--- src/hbr_pkg.sv ---
// ---------------------------------------------------------------------------
// hbr_pkg
// Types and constants for the byte-range header parser.
// ---------------------------------------------------------------------------
package hbr_pkg;

    localparam int OFFSET_WIDTH_DEF = 48;
    localparam int RANGE_WIDTH      = 48;

    localparam logic [7:0] CH_ZERO    = 8'h30;
    localparam logic [7:0] CH_NINE    = 8'h39;
    localparam logic [7:0] CH_DASH    = 8'h2D;
    localparam logic [7:0] CH_COMMA   = 8'h2C;
    localparam logic [7:0] CH_UPPER_A = 8'h41;
    localparam logic [7:0] CH_UPPER_Z = 8'h5A;
    localparam logic [7:0] CASE_SHIFT = 8'h20;

    localparam logic [2:0] PREFIX_LEN  = 3'd6;
    localparam logic [2:0] PREFIX_LAST = 3'd5;

    typedef struct packed {
        logic [7:0] ch;
        logic       end_mark;
    } byte_t;

    typedef struct packed {
        logic                   range_valid;
        logic [RANGE_WIDTH-1:0] range_first;
        logic                   first_present;
        logic [RANGE_WIDTH-1:0] range_last;
        logic                   last_present;
        logic                   done_res;
        logic                   status;
    } res_t;

    // Lower-case "bytes=" prefix, one character per index.
    function automatic logic [7:0] prefix_char(input logic [2:0] idx);
        logic [7:0] c;
        unique case (idx)
            3'd0:    c = 8'h62;
            3'd1:    c = 8'h79;
            3'd2:    c = 8'h74;
            3'd3:    c = 8'h65;
            3'd4:    c = 8'h73;
            default: c = 8'h3D;
        endcase
        return c;
    endfunction

endpackage

--- src/http_byte_range_parser.sv ---
// ---------------------------------------------------------------------------
// http_byte_range_parser
// Streaming parser for the value of an HTTP Range header.
// ---------------------------------------------------------------------------
// Usage:
//   Request channel (byte_valid/byte_ready/byte_data) carries one header byte
//   per request, then a request with end_mark set that closes the header.
//   Result channel (res_valid/res_ready/res_data) carries one result per
//   completed range (closed by a comma) and one done result per end marker,
//   which also carries the final range if the header ended on one.
// Timing: an accepted request is held in the request register; any result
//   it makes is loaded into the result register when the request advances.
// Throughput: one request per cycle while no held result stalls it. The
//   per-byte work is a character compare plus one multiply-by-ten
//   accumulate, between the request register and the result register.
// Reset: clears the request and result valid flags and returns the parser to
//   prefix matching with cleared accumulators.
// Stall: a held result blocks only a request that makes another result;
//   requests that make no result keep flowing behind it.
// ---------------------------------------------------------------------------
module http_byte_range_parser #(
    parameter int OFFSET_WIDTH = hbr_pkg::OFFSET_WIDTH_DEF
) (
    input  logic          clk,
    input  logic          rst_n,
    input  logic          byte_valid,
    output logic          byte_ready,
    input  hbr_pkg::byte_t byte_data,
    output logic          res_valid,
    input  logic          res_ready,
    output hbr_pkg::res_t res_data
);

    localparam int AW = OFFSET_WIDTH + 4;
    localparam int RW = hbr_pkg::RANGE_WIDTH;

    // Parser phase codes
    localparam logic [2:0] PH_PREFIX     = 3'd0;
    localparam logic [2:0] PH_START      = 3'd1;
    localparam logic [2:0] PH_TAIL       = 3'd2;
    localparam logic [2:0] PH_FIRST      = 3'd3;
    localparam logic [2:0] PH_TESTSECOND = 3'd4;
    localparam logic [2:0] PH_SECOND     = 3'd5;
    localparam logic [2:0] PH_ERROR      = 3'd6;

    // Request register
    logic           item_vld_reg;
    hbr_pkg::byte_t item_reg;

    // Parser state
    logic [2:0]              phase_reg, phase_next;
    logic [2:0]              pc_reg, pc_next;
    logic [OFFSET_WIDTH-1:0] first_acc_reg, first_acc_next;
    logic [OFFSET_WIDTH-1:0] last_acc_reg, last_acc_next;
    logic                    first_seen_reg, first_seen_next;
    logic                    last_seen_reg, last_seen_next;

    // Result register
    logic          res_vld_reg, res_vld_next;
    hbr_pkg::res_t res_reg, res_next;

    logic                    emit;
    logic                    advance;
    logic [7:0]              ch;
    logic [7:0]              lc;
    logic [2:0]              idx;
    logic                    is_digit;
    logic [OFFSET_WIDTH-1:0] acc_src;
    logic [AW-1:0]           acc_ext;
    logic [AW-1:0]           prod;
    logic                    ovf;
    logic [OFFSET_WIDTH-1:0] acc_new;

    assign ch       = item_reg.ch;
    assign is_digit = (ch >= hbr_pkg::CH_ZERO) && (ch <= hbr_pkg::CH_NINE);
    assign lc       = ((ch >= hbr_pkg::CH_UPPER_A) && (ch <= hbr_pkg::CH_UPPER_Z))
                      ? ch + hbr_pkg::CASE_SHIFT : ch;
    assign idx      = (pc_reg < hbr_pkg::PREFIX_LEN) ? pc_reg : hbr_pkg::PREFIX_LAST;

    // Shared accumulate unit: acc*10 + digit, overflow when it leaves the field.
    // A fresh offset starts from zero.
    always_comb
    begin
        if (phase_reg == PH_FIRST)
        begin
            acc_src = first_acc_reg;
        end
        else if (phase_reg == PH_SECOND)
        begin
            acc_src = last_acc_reg;
        end
        else
        begin
            acc_src = '0;
        end
    end

    assign acc_ext = AW'(acc_src);
    assign prod    = (acc_ext << 3) + (acc_ext << 1) + AW'(ch[3:0]);
    assign ovf     = |prod[AW-1:OFFSET_WIDTH];
    // On overflow the accumulator keeps its old value.
    assign acc_new = ovf ? acc_src : prod[OFFSET_WIDTH-1:0];

    // Parser next state and result
    always_comb
    begin
        phase_next      = phase_reg;
        pc_next         = pc_reg;
        first_acc_next  = first_acc_reg;
        last_acc_next   = last_acc_reg;
        first_seen_next = first_seen_reg;
        last_seen_next  = last_seen_reg;
        emit            = 1'b0;

        // Range fields as the current state shows them
        res_next               = '0;
        res_next.first_present = first_seen_reg;
        res_next.range_first   = first_seen_reg ? RW'(first_acc_reg) : '0;
        res_next.last_present  = last_seen_reg;
        res_next.range_last    = last_seen_reg ? RW'(last_acc_reg) : '0;
        res_next.range_valid   = 1'b1;

        if (item_reg.end_mark)
        begin
            // Close the header: report status, emit a pending range, rearm.
            emit = 1'b1;
            res_next.done_res = 1'b1;
            if ((phase_reg == PH_TESTSECOND) || (phase_reg == PH_SECOND))
            begin
                res_next.status = 1'b0;
            end
            else
            begin
                res_next.range_valid   = 1'b0;
                res_next.range_first   = '0;
                res_next.first_present = 1'b0;
                res_next.range_last    = '0;
                res_next.last_present  = 1'b0;
                res_next.status        = 1'b1;
            end
            phase_next      = PH_PREFIX;
            pc_next         = '0;
            first_acc_next  = '0;
            last_acc_next   = '0;
            first_seen_next = 1'b0;
            last_seen_next  = 1'b0;
        end
        else
        begin
            unique case (phase_reg)
                PH_PREFIX:
                begin
                    if (lc != hbr_pkg::prefix_char(idx))
                    begin
                        phase_next = PH_ERROR;
                    end
                    else if (idx == hbr_pkg::PREFIX_LAST)
                    begin
                        pc_next    = '0;
                        phase_next = PH_START;
                    end
                    else
                    begin
                        pc_next = idx + 3'd1;
                    end
                end
                PH_START:
                begin
                    first_acc_next  = '0;
                    last_acc_next   = '0;
                    first_seen_next = 1'b0;
                    last_seen_next  = 1'b0;
                    if (ch == hbr_pkg::CH_DASH)
                    begin
                        phase_next = PH_TAIL;
                    end
                    else if (is_digit)
                    begin
                        first_seen_next = 1'b1;
                        first_acc_next  = acc_new;
                        phase_next      = ovf ? PH_ERROR : PH_FIRST;
                    end
                    else
                    begin
                        phase_next = PH_ERROR;
                    end
                end
                PH_TAIL:
                begin
                    if (is_digit)
                    begin
                        last_seen_next = 1'b1;
                        last_acc_next  = acc_new;
                        phase_next     = ovf ? PH_ERROR : PH_SECOND;
                    end
                    else
                    begin
                        phase_next = PH_ERROR;
                    end
                end
                PH_FIRST:
                begin
                    if (ch == hbr_pkg::CH_DASH)
                    begin
                        phase_next = PH_TESTSECOND;
                    end
                    else if (is_digit)
                    begin
                        first_acc_next = acc_new;
                        phase_next     = ovf ? PH_ERROR : PH_FIRST;
                    end
                    else
                    begin
                        phase_next = PH_ERROR;
                    end
                end
                PH_TESTSECOND, PH_SECOND:
                begin
                    if (ch == hbr_pkg::CH_COMMA)
                    begin
                        emit       = 1'b1;
                        phase_next = PH_START;
                    end
                    else if (is_digit)
                    begin
                        last_seen_next = 1'b1;
                        last_acc_next  = acc_new;
                        phase_next     = ovf ? PH_ERROR : PH_SECOND;
                    end
                    else
                    begin
                        phase_next = PH_ERROR;
                    end
                end
                default:
                begin
                    // Latched error, and any unused code: drop bytes until the end.
                    phase_next = PH_ERROR;
                end
            endcase
        end
    end

    // Advance unless this request makes a result and the result register is full.
    assign advance    = item_vld_reg && (!emit || !res_vld_reg || res_ready);
    assign byte_ready = !item_vld_reg || advance;

    always_comb
    begin
        if (advance && emit)
        begin
            res_vld_next = 1'b1;
        end
        else if (res_ready)
        begin
            res_vld_next = 1'b0;
        end
        else
        begin
            res_vld_next = res_vld_reg;
        end
    end

    always_ff @(posedge clk or negedge rst_n)
    begin
        if (!rst_n)
        begin
            item_vld_reg   <= 1'b0;
            res_vld_reg    <= 1'b0;
            phase_reg      <= PH_PREFIX;
            pc_reg         <= '0;
            first_acc_reg  <= '0;
            last_acc_reg   <= '0;
            first_seen_reg <= 1'b0;
            last_seen_reg  <= 1'b0;
        end
        else
        begin
            res_vld_reg <= res_vld_next;
            if (byte_ready)
            begin
                item_vld_reg <= byte_valid;
            end
            if (advance)
            begin
                phase_reg      <= phase_next;
                pc_reg         <= pc_next;
                first_acc_reg  <= first_acc_next;
                last_acc_reg   <= last_acc_next;
                first_seen_reg <= first_seen_next;
                last_seen_reg  <= last_seen_next;
            end
        end
    end

    // Payload registers: load on accept, hold otherwise.
    always_ff @(posedge clk)
    begin
        if (byte_valid && byte_ready)
        begin
            item_reg <= byte_data;
        end
        if (advance && emit)
        begin
            res_reg <= res_next;
        end
    end

    assign res_valid = res_vld_reg;
    assign res_data  = res_reg;

endmodule

--- config.mk ---
export PLATFORM = sky130hd
export DESIGN_NAME = http_byte_range_parser
export DESIGN_NICKNAME = d
export VERILOG_FILES = /design/src/hbr_pkg.sv /design/src/http_byte_range_parser.sv
export SDC_FILE = /design/constraint.sdc
export NUM_CORES = 1
export LEC_CHECK = 0
export ABC_AREA = 1
export BUFFER_PORTS_ARGS = -buffer_cell sky130_fd_sc_hd__buf_2
export CAP_MARGIN = 25
export CORE_ASPECT_RATIO = 1.25
export CORE_UTILIZATION = 61
export DETAILED_ROUTE_END_ITERATION = 7
export GPL_ROUTABILITY_DRIVEN = 1
export PLACE_DENSITY = 0.81
export SETUP_SLACK_MARGIN = 0.4
export SYNTH_ARGS = -nofsm -noshare
export SYNTH_HDL_FRONTEND = slang
export SYNTH_SLANG_ARGS = --single-unit
--- constraint.sdc ---
create_clock -name clk -period 4.53 [get_ports clk]
set_clock_uncertainty 0.2 [all_clocks]
set_input_delay 0 -clock clk [delete_from_list [all_inputs] [get_ports clk]]
set_output_delay 0 -clock clk [all_outputs]
set_load 0.01 [all_outputs]
; Yosys cells after proc, flatten, opt, wreduce, memory -nomap -nowiden
; Cells that the tools add are included.
[word_totals]
ramBits = 0
ff_bits = 216
latchBits = 0
memories = 0
wordCells = 121
mem_bits_ro = 0
[op_classes]
reduce_logical = 26
bitwise = 0
n_eq_ne = 18
n_mux = 51
multipliers = 0
addsub = 4
shifts = 0
div = 0
n_lt_le_gt_ge = 5
[ops]
columns = op, n
row1 = $mux 48, 13
row2 = $pmux 48 s3, 1
row3 = $mux 100, 1
row4 = $mux 99, 1
row5 = $pmux 48 s2, 1
row6 = $add 51x49->52, 1
row7 = $add 52x4->52, 1
row8 = $mux 3, 13
row9 = $pmux 7 s5, 1
row10 = $mux 8, 3
row11 = $eq 8x6->1 const B, 2
row12 = $pmux 3 s5, 1
row13 = $mux 1, 13
row14 = $eq 3x2->1 const B, 4
row15 = $eq 3x3->1 const B, 4
row16 = $ne 3x3->1 const B, 3
row17 = $add 8x6->8 const B, 1
row18 = $ge 8x6->1 const B, 1
row19 = $ge 8x7->1 const B, 1
row20 = $le 8x6->1 const B, 1
row21 = $le 8x7->1 const B, 1
row22 = $ne 8x8->1, 1
row23 = $eq 3x1->1 const B, 2
row24 = $logic_not 3->1, 2
row25 = 17 further kinds, 31

; Depth between registers and ports, before layout
; Gate-level depths: netlist of the first run.
[logic_depth]
depth_word = 11
mapped_depth = 28

; Worst setup path before layout of the first run
; No wires, ideal clock.
[synth_path]
kind = flip-flop to flip-flop
startpoint = register phase_reg[2]
endpoint = register last_acc_reg[15]
n_path_buf = 3
t_required_ns = 4.200
arrival_time_ns = 3.807
period_less_slack_ns = 4.138
path_stages_with_launch = 25
setup_slack_ns = 0.392
setup_time_ns = 0.130
cell_sequence = dfrtp_1 > buf_4 > nor3_1 > inv_1 > clkbuf_1 > o22ai_1 > fa_1 > fa_1 > nand3_1 > nand3_2 > nand2_1 > nand2_1 > nand2_1 > nand2_2 > nand2_1 > nand3_1 > nand2_1 > nand2_1 > nor2_4 > nand2_8 > inv_8 > buf_12 > nand2_2 > nand3_1 > o21ai_1
[synth_between]
elab_chain_cells = 11
word_cells_on_any_way = 25
[synth_lines]
columns = element, line
row1 = from (decl), http_byte_range_parser.sv:51  ; logic [2:0] phase_reg, phase_next;
row2 = from (signal assigned), http_byte_range_parser.sv:286  ; phase_reg <= phase_next;
row3 = $eq 3x3->1, "http_byte_range_parser.sv:88, http_byte_range_parser.sv:150"
row4 = $mux 48, http_byte_range_parser.sv:88  ; else if (phase_reg == PH_SECOND)
row5 = $mux 48, http_byte_range_parser.sv:84  ; if (phase_reg == PH_FIRST)
row6 = $add 51x49->52, http_byte_range_parser.sv:99  ; assign prod = (acc_ext << 3) + (acc_ext << 1) + AW'(ch[3:0]);
row7 = $add 52x4->52, http_byte_range_parser.sv:99
row8 = $reduce_or 4->1, http_byte_range_parser.sv:100  ; assign ovf = |prod[AW-1:OFFSET_WIDTH];
row9 = $mux 48, http_byte_range_parser.sv:102  ; assign acc_new = ovf ? acc_src : prod[OFFSET_WIDTH-1:0];
row10 = $mux 48, "http_byte_range_parser.sv:190, http_byte_range_parser.sv:224"
row11 = $mux 48, http_byte_range_parser.sv:219  ; if (ch == hbr_pkg::CH_COMMA)
row12 = $pmux 48 s3, http_byte_range_parser.sv:150  ; unique case (phase_reg)
row13 = $mux 48, http_byte_range_parser.sv:123  ; if (item_reg.end_mark)
row14 = to (signal assigned), http_byte_range_parser.sv:289  ; last_acc_reg <= last_acc_next;
row15 = to (decl), http_byte_range_parser.sv:54  ; logic [OFFSET_WIDTH-1:0] last_acc_reg, last_acc_next;
; Several ways; a longest one is shown, not always the timed one. The select of a mux whose other input is x is not followed.
; A chain may end at the register's enable or synchronous reset.

; Worst setup path in the final report of the first run
[layout_path]
startpoint = register phase_reg[2]
endpoint = register first_acc_reg[1]
[layout_between]
elab_chain_cells = 11
word_cells_on_any_way = 27
[layout_lines]
columns = element, line
row1 = $eq 3x3->1, "http_byte_range_parser.sv:88, http_byte_range_parser.sv:150"
row2 = $mux 48, http_byte_range_parser.sv:88
row3 = $mux 48, http_byte_range_parser.sv:84
row4 = $add 51x49->52, http_byte_range_parser.sv:99
row5 = $add 52x4->52, http_byte_range_parser.sv:99
row6 = $reduce_or 4->1, http_byte_range_parser.sv:100
row7 = $mux 48, http_byte_range_parser.sv:102
row8 = "$mux 48, on equally long branches", "http_byte_range_parser.sv:207, http_byte_range_parser.sv:177"
row9 = "$mux 48, on equally long branches", "http_byte_range_parser.sv:203, http_byte_range_parser.sv:173"
row10 = $pmux 48 s2, http_byte_range_parser.sv:150
row11 = $mux 48, http_byte_range_parser.sv:123
row12 = to (signal assigned), http_byte_range_parser.sv:288  ; first_acc_reg <= first_acc_next;
row13 = to (decl), http_byte_range_parser.sv:53  ; logic [OFFSET_WIDTH-1:0] first_acc_reg, first_acc_next;
; Several ways; a longest one is shown, not always the timed one. The select of a mux whose other input is x is not followed.

==> metrics.cfg, run 1 <==
[timing]
hold_slack_ns = 0.006242
grt_setup_unrepaired = yes
worst_pin_slew_ns = 1.057
setup_tns_ns = 0
hold_viol = 0
finalMaxSlewViolations = 0
setup_viol = 0
period_needed_ns = 4.234
post-route-period-util_pct = 93.47
fmax_mhz = 236.2
relSlewSlack_pct = 29.40

[synthesis]
netlist.area_leader.share_pct = 23.28
async_flop_share_pct = 49.07
synth_fp_nets = 1920
ys_types = 46
synth.area.mux_share_pct = 0
yosysMostFrequentCell = nand2_1
synth_seq_cells = 216
synth-xor-area-share_pct = 2.839
synth_compound_area_share_pct = 9.594
synth-main-ff-cell = edfxtp_1
synth-edff-count = 110
synth_top_cells_by_area = edfxtp_1 (23%), dfrtp_1 (19%), nand2_1 (9.9%), ha_1 (8.6%), inv_1 (8.1%)
synth.cells.most_frequent = nand2_1 (376), inv_1 (306), nor2_1 (191), nand3_1 (125), edfxtp_1 (110)
ys_warn_count = 0
synth_top_family_by_area = simple AND/OR/NAND/NOR gates
synth_fa_ha_area_share_pct = 8.835
yosys.area_share.simple_pct = 25.58
synth.avg_cell_area_um2 = 7.848
syn_area_um2 = 14190
syn_inst = 1808
synth_top_cell_by_area = edfxtp_1
yosysSeqAreaShare_pct = 41.97

[routing]
ant_nets = 0
vias = 13773
drt-total-wl_mm = 49.06
wl_per_cell_um = 21.30
first_pass_iters = 7
drt_iter0_drc = 1049
vias_per_cell = 5.980
drc = 18

[floorplanning]
io_pins = 116
die_area_um2 = 23880
rows = 62
initial_utilization_pct = 62.01
core_area_um2 = 22880
die_height_um = 172.5
die_w_um = 138.4

[worst_hold_path]
min_from = byte_data[7]
hold_path_end = ch[6]
hold_path.class = input pin to flip-flop
whs_path_depth = 2

[status]
violations = design-rule violations
outcome = finished, violations left

[critical_path]
cpPeakStageDelay_ns = 0.42
critPathLaunchType = flip-flop
path_buf_inv = 6
cpMaxStageDelayCell = dfrtp_1
crit_type = flip-flop to flip-flop
reg2regPathDepth = 22
reg2reg_to = first_acc_reg[1]
crit_chain = buf_6, nand3_4, buf_6, clkbuf_16, o22ai_4, ha_4, ha_4, nand2_1, nor3_4, nand2_2, nor2_2, nand2_2, nand3_2, nor2_4, nor2_4, buf_12, buf_12, nand2_8, buf_4, nand2_1, o21ai_2, o22ai_2
r2r_start = phase_reg[2]
cp_max_fo = 8
crit_path_start = phase_reg[2]
cp.required_ns = 4.76
crit_path_end_kind = flip-flop
reg2reg_slack_ns = 0.30
path_delay_family = simple AND/OR/NAND/NOR gates
critPathArrivalTime_ns = 4.46

[cells_and_area]
num_antenna_cells = 0
largest_reg_flops = 101
layout-drive-gt1-share_pct = 29.38
area_growth_pct = 31.95
final_nets = 2113
fill_cells = 1376
utilization_pct = 81.82

[grt]
grt_first_pass_wirelength_mm = 64.95
grt_usage_pct = 34.52
grt_pass1_vias = 12940
antenna_found_initial = 0
grt-ovfl-total = 0
grt_max_degree = 60

[flow_run]
drv_cap = 0

[clock_network]
h-tree-depth = 1
clock-root-buffer = clkbuf_16
numClockSinks = 216
insertion_delay_ns = 0.52
cts_tree = yes
clk_pin_slew_ns = 0.07
clk_path_buf_depth = 3
cts_buffers = 21

[place]
gp_congestion = 0.9599
portBuffers = 115
hpwl_mm = 29.60

[power_and_ir_drop]
p_per_area_nw_per_um2 = 235.3
leakagePower_uw = 0.008013
peakVddDrop_mv = 0.4075

-- per-stage QoR --
step	power [µW]	std cells	setup WS, ns	area (µm²)
after floorplan	2419	1808	0.4076	14200
after global placement	2537	2191	0.1845	15110
after detailed placement	2552	2193	0.02160	15160
after CTS	4369	2259	0.4459	16530
after global routing	4524	2303	0.1148	18720
final	4406	2303	0.2957	18720
-- worst register-to-register path, stage by stage, from the launching register on --
cell	delay, ns
dfrtp_1	0.42
buf_6	0.16
nand3_4	0.17
buf_6	0.19
clkbuf_16	0.19
o22ai_4	0.29
ha_4	0.26
ha_4	0.29
nand2_1	0.19
nor3_4	0.28
nand2_2	0.10
nor2_2	0.12
nand2_2	0.06
nand3_2	0.11
nor2_4	0.06
nor2_4	0.17
buf_12	0.14
buf_12	0.10
nand2_8	0.14
buf_4	0.19
nand2_1	0.08
o21ai_2	0.09
o22ai_2	0.16
-- kinds of logic (layout without fill, tap and decap cells) --
kind of cell,count (synthesis),after routing
adders and majority gates,99,99
and+or+nand+nor,822,824
xor gates and xnor gates,46,46
DFF,216,216
AOI/OAI and AO/OA,244,244
buffers and inverters,381,586
-- per-layer routing --
metal,vias up,routed length [µm],GRT usage [%]
met1,6532,17120,38.54
met4,0,3841,16.34
met2,751,24670,65.19
met5,-,0,0
li1,6220,-,-
met3,270,3431,3.647
-- final cells by class --
class / count / area, µm² / area share, %
Multi-Input combinational cell: 1213 / 8564 / 45.74
Sequential cell: 216 / 5956 / 31.81
Clock inverter: 12 / 136.4 / 0.7284
Timing Repair Buffer: 214 / 1759 / 9.395
Timing Repair inverter: 5 / 93.84 / 0.5012
Inverter: 330 / 1272 / 6.796
Tap cell: 288 / 360.3 / 1.924
Clock buffer: 25 / 581.8 / 3.107
-- layout by cell type, fill, tap and decap left out, drive strengths merged --
cell type / netlist / final
a21o: 1 / 1
a21oi: 54 / 54
a31oi: 3 / 3
and2: 7 / 7
and3: 1 / 1
buf: 33 / 186
bufinv: 0 / 2
clkbuf: 18 / 33
clkinv: 0 / 10
clkinvlp: 0 / 2
dfrtp: 106 / 106
dlygate4sd3: 0 / 20
edfxtp: 110 / 110
fa: 2 / 2
ha: 97 / 97
inv: 330 / 333
nand2: 430 / 432
nand2b: 1 / 1
nand3: 136 / 136
nand4: 17 / 17
nor2: 207 / 207
nor3: 20 / 20
nor3b: 1 / 1
o2111ai: 1 / 1
o211ai: 3 / 3
o21a: 1 / 1
o21ai: 116 / 116
o21bai: 10 / 10
o22ai: 55 / 55
or2: 2 / 2
xnor2: 26 / 26
xor2: 20 / 20
-- where the power goes --
group          switching [µW]  internal [µW]  total, µW
registers                36.5           2130       2170
logic                     273            127        400
clock network             796           1040       1840
-- how the worst max path moves through the flow --
stage | endpoint | slack [ns] | cells past startpoint
final | first_acc_reg[1] | 0.30 | 22
after global routing | first_acc_reg[35] | 0.11 | 27
after CTS | first_acc_reg[5] | 0.45 | 23
after detailed placement | first_acc_reg[5] | 0.02 | 23
after global placement | first_acc_reg[47] | 0.18 | 19
after floorplan | last_acc_reg[15] | 0.41 | 24
-- what timing repair did --
action / in CTS / in global routing
pin swaps: 5 / 32
hold buffers: 21 / 0
buffers inserted: 5 / 29
gates cloned: 3 / 15
resized for setup: 60 / 286
endpoints found under the hold margin: 70 / 0
setup endpoints to repair: 98 / 99
Note: power is estimated with default switching activity, not from simulation.
==> run 2, diff against run 1 <==
--- a/config.mk
+++ b/config.mk
@@ -10,8 +10,9 @@
 export CAP_MARGIN = 25
 export CORE_ASPECT_RATIO = 1.25
-export CORE_UTILIZATION = 61
+export CORE_UTILIZATION = 63
+export CTS_BUF_LIST = sky130_fd_sc_hd__clkbuf_4
 export DETAILED_ROUTE_END_ITERATION = 7
 export GPL_ROUTABILITY_DRIVEN = 1
-export PLACE_DENSITY = 0.81
+export PLACE_DENSITY = 0.83
 export SETUP_SLACK_MARGIN = 0.4
 export SYNTH_ARGS = -nofsm -noshare
--- a/constraint.sdc
+++ b/constraint.sdc
@@ -3,3 +3,3 @@
 set_input_delay 0 -clock clk [delete_from_list [all_inputs] [get_ports clk]]
 set_output_delay 0 -clock clk [all_outputs]
-set_load 0.01 [all_outputs]
+set_load 0.05 [all_outputs]
==> metrics.cfg, run 2 (synthesis gave the netlist of run 1 again) <==
[timing]
finalMaxSlewViolations = 0
hold_viol = 0
fmax_mhz = 235.6
setup_tns_ns = 0
hold_slack_ns = 0.1660
post-route-period-util_pct = 93.70
grt_setup_unrepaired = yes
period_needed_ns = 4.245
setup_slack_ns = 0.2853
setup_viol = 0
worst_pin_slew_ns = 1.079
relSlewSlack_pct = 27.98

[power_and_ir_drop]
p_seq_share_pct = 49.8
p_int_uw = 3047
p_sw_share_pct = 29.91
p_sw_uw = 1300
p_per_area_nw_per_um2 = 237.4
leakagePower_uw = 0.008100
p_total_uw = 4347
pwr-share-clk_pct = 37.7
peakVddDrop_mv = 0.3088
pwr-share-comb_pct = 12.5

[critical_path]
cp_max_fo = 14
critPathArrivalTime_ns = 4.59
cp.required_ns = 4.88
critPathLaunchType = flip-flop
reg2regPathDepth = 21
crit_path_end_kind = flip-flop
crit_type = flip-flop to flip-flop

[routing]
drt_iter0_drc = 1300
ant_nets = 0
vias_per_cell = 6.075
first_pass_iters = 6
vias = 14319
wl_per_cell_um = 21.48
drt-total-wl_mm = 50.64
drc = 0

[clock_network]
clock-root-buffer = clkbuf_4
numClockSinks = 216
h-tree-depth = 2
clk_path_buf_depth = 3
cts_buffers = 50
cts_tree = yes
clk_pin_slew_ns = 0.09
insertion_delay_ns = 0.71

[worst_hold_path]
hold_path.class = input pin to async pin

[grt]
grt-ovfl-total = 0
grt_max_degree = 57
grt_pass1_vias = 13817
antenna_found_initial = 1
grt_first_pass_wirelength_mm = 67.84
grt_usage_pct = 37.80

[cells_and_area]
final_cell_mix = nand2_1 (344), inv_1 (301), nor2_1 (178)
utilization_pct = 82.74
final_nets = 2143
fill_cells = 1239
final_common_cell = nand2_1
area_growth_pct = 29.05
layout-drive-gt1-share_pct = 27.99
largest_reg_flops = 101

[floorplanning]
core_area_um2 = 22130
die_w_um = 136.2
die_area_um2 = 23130
initial_utilization_pct = 64.11
io_pins = 116
rows = 61
die_height_um = 169.8

[status]
outcome = completed

[place]
hpwl_mm = 29.45
place_ws_ns = -0.005437
gp_congestion = 0.9696
portBuffers = 115

[flow_run]
drv_cap = 0

run 2: metrics by stage:
step | cell area, µm² | std cells
2_1_floorplan | 14200 | 1808
3_3_place_gp | 15150 | 2191
3_5_place_dp | 15200 | 2193
4_1_cts | 16760 | 2323
5_1_grt | 18310 | 2357
6_report | 18310 | 2357
run 2: layout make-up:
type	instances	area [µm²]	share of cell area (%)
multi-input combinational	1211	8135	44.42
sequential	216	5956	32.52
timing repair buffer	222	1943	10.61
inverter	330	1270	6.935
clock buffer	76	570.5	3.116
tap	283	354.1	1.934
clock inverter	17	78.83	0.4304
antenna	2	5.005	0.02733
run 2: timing repair:
item / 4_1_cts / 5_1_grt
endpoints found under the hold margin: 136 / 0
setup endpoints to repair: 98 / 99
hold buffers: 27 / 0
resized for setup: 76 / 190
cloned: 3 / 11
pin swaps: 7 / 31
buffers inserted: 7 / 20
run 2: final timing paths:
kind	from	to	slack, ns
worst max-delay path	phase_reg[2]	first_acc_reg[35]	0.29
worst min-delay path	rst_n	last_acc_reg[4]	0.17
worst max register to register	phase_reg[2]	first_acc_reg[35]	0.29
worst min register to register	last_seen_reg	last_seen_reg	0.33
max in group asynchronous	rst_n	first_acc_reg[19]	3.17
min in group clk	last_seen_reg	last_seen_reg	0.33
run 2: worst max-delay path: stages, from the launching register on:
cell       delay (ns)
dfrtp_1          0.42
nor3_4           0.26
inv_4            0.14
buf_12           0.20
o22ai_4          0.21
ha_1             0.30
ha_1             0.38
nand2_1          0.15
inv_1            0.10
a21oi_1          0.30
a21oi_1          0.10
nor2_1           0.15
nand2_1          0.06
nor2_1           0.11
nand2_1          0.12
nor2_4           0.17
nand2_8          0.12
clkinv_16        0.12
clkbuf_16        0.17
nand2_2          0.07
nand3_1          0.12
o21ai_2          0.09
run 2: layer usage:
layer	vias to the layer above	wire, µm	global-route usage [%]	part of all wire [%]
met3	347	4548	5.884	9.0
met2	962	25120	69.08	50
li1	6306	-	-	-
met5	-	0	0	0
met1	6704	17120	41.45	34
met4	0	3840	20.14	7.6
run 2: power by group through the flow:
stage / registers, µW / logic (µW) / clock network, µW
5_1_grt: 2170 / 579 / 1710
6_report: 2170 / 544 / 1640
4_1_cts: 2160 / 499 / 1600
3_3_place_gp: 2200 / 456 / 0
3_5_place_dp: 2200 / 468 / 0
2_1_floorplan: 2350 / 194 / 0
==> run 3, diff against run 2 <==
Settings changed: ABC_AREA 1 to unset, CORE_UTILIZATION 63 to 62, TNS_END_PERCENT set to 5.
==> metrics.cfg, run 3 <==
[status]
outcome = finished, violations left
violations = negative setup slack

[timing]
setup_viol = 99
setup_slack_ns = -0.5579
setup_tns_ns = -42.07
hold_viol = 0
post-route-period-util_pct = 112.3
period_needed_ns = 5.088
worst_pin_slew_ns = 0.7585
relSlewSlack_pct = 49.24
fmax_mhz = 196.5
finalMaxSlewViolations = 0
grt_setup_unrepaired = yes
hold_slack_ns = 0.2671

[clock_network]
cts_tree = yes
clk_pin_slew_ns = 0.08
clk_path_buf_depth = 3
numClockSinks = 216
clock-root-buffer = clkbuf_4
cts_buffers = 51
h-tree-depth = 2
insertion_delay_ns = 0.68

[floorplanning]
core_area_um2 = 20170
rows = 58
io_pins = 116
die_height_um = 162.8
die_w_um = 130.7
die_area_um2 = 21270
initial_utilization_pct = 63.59

[synthesis]
synth_top_cells_by_area = edfxtp_1 (26%), dfrtp_1 (21%), ha_1 (9.5%), and3_1 (5.0%), nand2_1 (4.7%)
synth_top_cell_by_area = edfxtp_1
synth.cells.most_frequent = nand2_1 (160), edfxtp_1 (110), dfrtp_1 (106), o21ai_1 (103), and3_1 (102)
ys_warn_count = 0
syn_area_um2 = 12830
synth_fp_nets = 1371
synth_seq_cells = 216
ys_types = 72
synth-edff-count = 110
async_flop_share_pct = 49.07
yosysSeqAreaShare_pct = 46.43
netlist.area_leader.share_pct = 25.75
syn_inst = 1259
synth.avg_cell_area_um2 = 10.19
synth-main-ff-cell = edfxtp_1
yosysMostFrequentCell = nand2_1

[place]
placedCellCount = 1773
hpwl_mm = 23.87
portBuffers = 115
gp_congestion = 0.9429

[critical_path]
cp.depth = 20
crit_path_end_kind = flip-flop
cp_max_fo = 13
cp.required_ns = 4.85
critPathArrivalTime_ns = 5.41
crit_chain = nor2b_4, and2_4, buf_6, buf_4, a22o_4, ha_1, ha_1, o211ai_1, o211ai_2, a2111oi_4, nor4b_2, o21ai_2, o221ai_2, mux2_4, nor4b_4, buf_4, buf_12, buf_16, mux2i_2, o21ai_1
reg2regPathDepth = 20
cpMaxStageDelayCell = a2111oi_4
crit_type = flip-flop to flip-flop
critPathLaunchType = flip-flop
cpPeakStageDelay_ns = 0.43
path_buf_inv = 5
path_delay_family = compound AO/OA/AOI/OAI gates

[power_and_ir_drop]
p_seq_share_pct = 48.3
pwr-share-comb_pct = 16.4
p_int_uw = 3170
p_per_area_nw_per_um2 = 275.4
p_sw_uw = 1396
pwr-share-clk_pct = 35.3
p_sw_share_pct = 30.58
leakagePower_uw = 0.008169
peakVddDrop_mv = 0.2961

[grt]
grt_max_degree = 67
grt_first_pass_wirelength_mm = 58.31
grt-ovfl-total = 0
antenna_found_initial = 1
grt_pass1_vias = 11877
grt_usage_pct = 34.94

[routing]
wl_per_cell_um = 19.36
drt-total-wl_mm = 37.04
vias_per_cell = 6.148
drt_iter0_drc = 923
ant_nets = 0
drc = 0
first_pass_iters = 5
vias = 11762

[cells_and_area]
final_nets = 1712
area_growth_pct = 29.25
fill_cells = 1190
final_common_cell = buf_4
layout-drive-gt1-share_pct = 30.21
largest_reg_flops = 101
final_cell_mix = buf_4 (214), nand2_1 (160), buf_2 (114)
finalNonFillerCells = 1913

[worst_hold_path]
hold_path.class = input pin to async pin

[flow_run]
drv_cap = 0

[run 3: power groups by stage]
stage,Clock (µW),Combinational [µW],Sequential [µW]
global route,1720,803,2210
finish,1610,750,2200
detailed placement,0,651,2230
global placement,0,633,2230
CTS,1620,706,2200
floorplan,0,350,2320
[run 3: area by class of cell]
class,instances,area [µm²],share of cell area (%)
clock buffers,73,548.0,3.305
flip-flops and latches,216,5956,35.92
well taps,270,337.8,2.037
repair buffers,368,2706,16.32
inverters,16,60.06,0.3622
diodes,1,2.502,0.01509
clock inverters,22,122.6,0.7395
multi-input cells,947,6848,41.30
[run 3: metrics by stage]
| step | util [%] | total power, µW | instance area (µm²) | worst slack (ns) |
|---|---|---|---|---|
| after floorplan | - | 2668 | 12860 | -0.3670 |
| after global placement | 74.49 | 2862 | 15030 | -0.3617 |
| after detailed placement | 74.49 | 2884 | 15030 | -0.4972 |
| after CTS | 81.09 | 4520 | 16360 | -0.3525 |
| after global routing | 82.19 | 4733 | 16580 | -0.8537 |
| final | 82.19 | 4566 | 16580 | -0.5579 |
[run 3: path summary, 6_finish.rpt]
check / slack [ns] / startpoint / endpoint
worst max register to register: -0.56 / phase_reg[2] / first_acc_reg[13]
worst min-delay path: 0.27 / rst_n / pc_reg[2]
min in group clk: 0.30 / byte_valid / item_reg[0]
worst min register to register: 0.31 / first_acc_reg[28] / first_acc_reg[28]
worst max-delay path: -0.56 / phase_reg[2] / first_acc_reg[13]
max in group asynchronous: 3.28 / rst_n / last_acc_reg[36]
[run 3: metal layers]
metal | vias up | track usage, % | share of wire, %
met5 | - | 0 | 0
li1 | 5407 | - | -
met3 | 133 | 5.191 | 6.4
met1 | 5638 | 42.03 | 38
met2 | 584 | 61.21 | 51
met4 | 0 | 15.78 | 3.9
[run 3: worst reg2reg max path, cell delays in order (launching register included)]
cell and delay [ns]:
dfrtp_1 0.42, nor2b_4 0.15, and2_4 0.17, buf_6 0.17, buf_4 0.16, a22o_4 0.26, ha_1 0.30, ha_1 0.30
o211ai_1 0.29, o211ai_2 0.18, a2111oi_4 0.43, nor4b_2 0.12, o21ai_2 0.19, o221ai_2 0.12, mux2_4 0.33, nor4b_4 0.28
buf_4 0.17, buf_12 0.14, buf_16 0.15, mux2i_2 0.30, o21ai_1 0.13
[run 3: cells by family after synthesis]
logic type / count (synthesis) / synth area share, %
buf+inv: 96 / 3.521
xor+xnor: 46 / 3.140
compound gates: 353 / 17.40
simple gates: 398 / 15.72
mux: 51 / 4.018
flops: 216 / 46.43
fa+ha+maj: 99 / 9.773
[run 3: what timing repair did]
item | 4_1_cts | 5_1_grt
endpoints found under the setup margin | 99 | 99
gates cloned | 2 | 0
setup buffers | 9 | 7
pin swaps | 16 | 13
hold buffers | 26 | 0
resized for setup | 57 | 33
hold endpoints to repair | 130 | 0
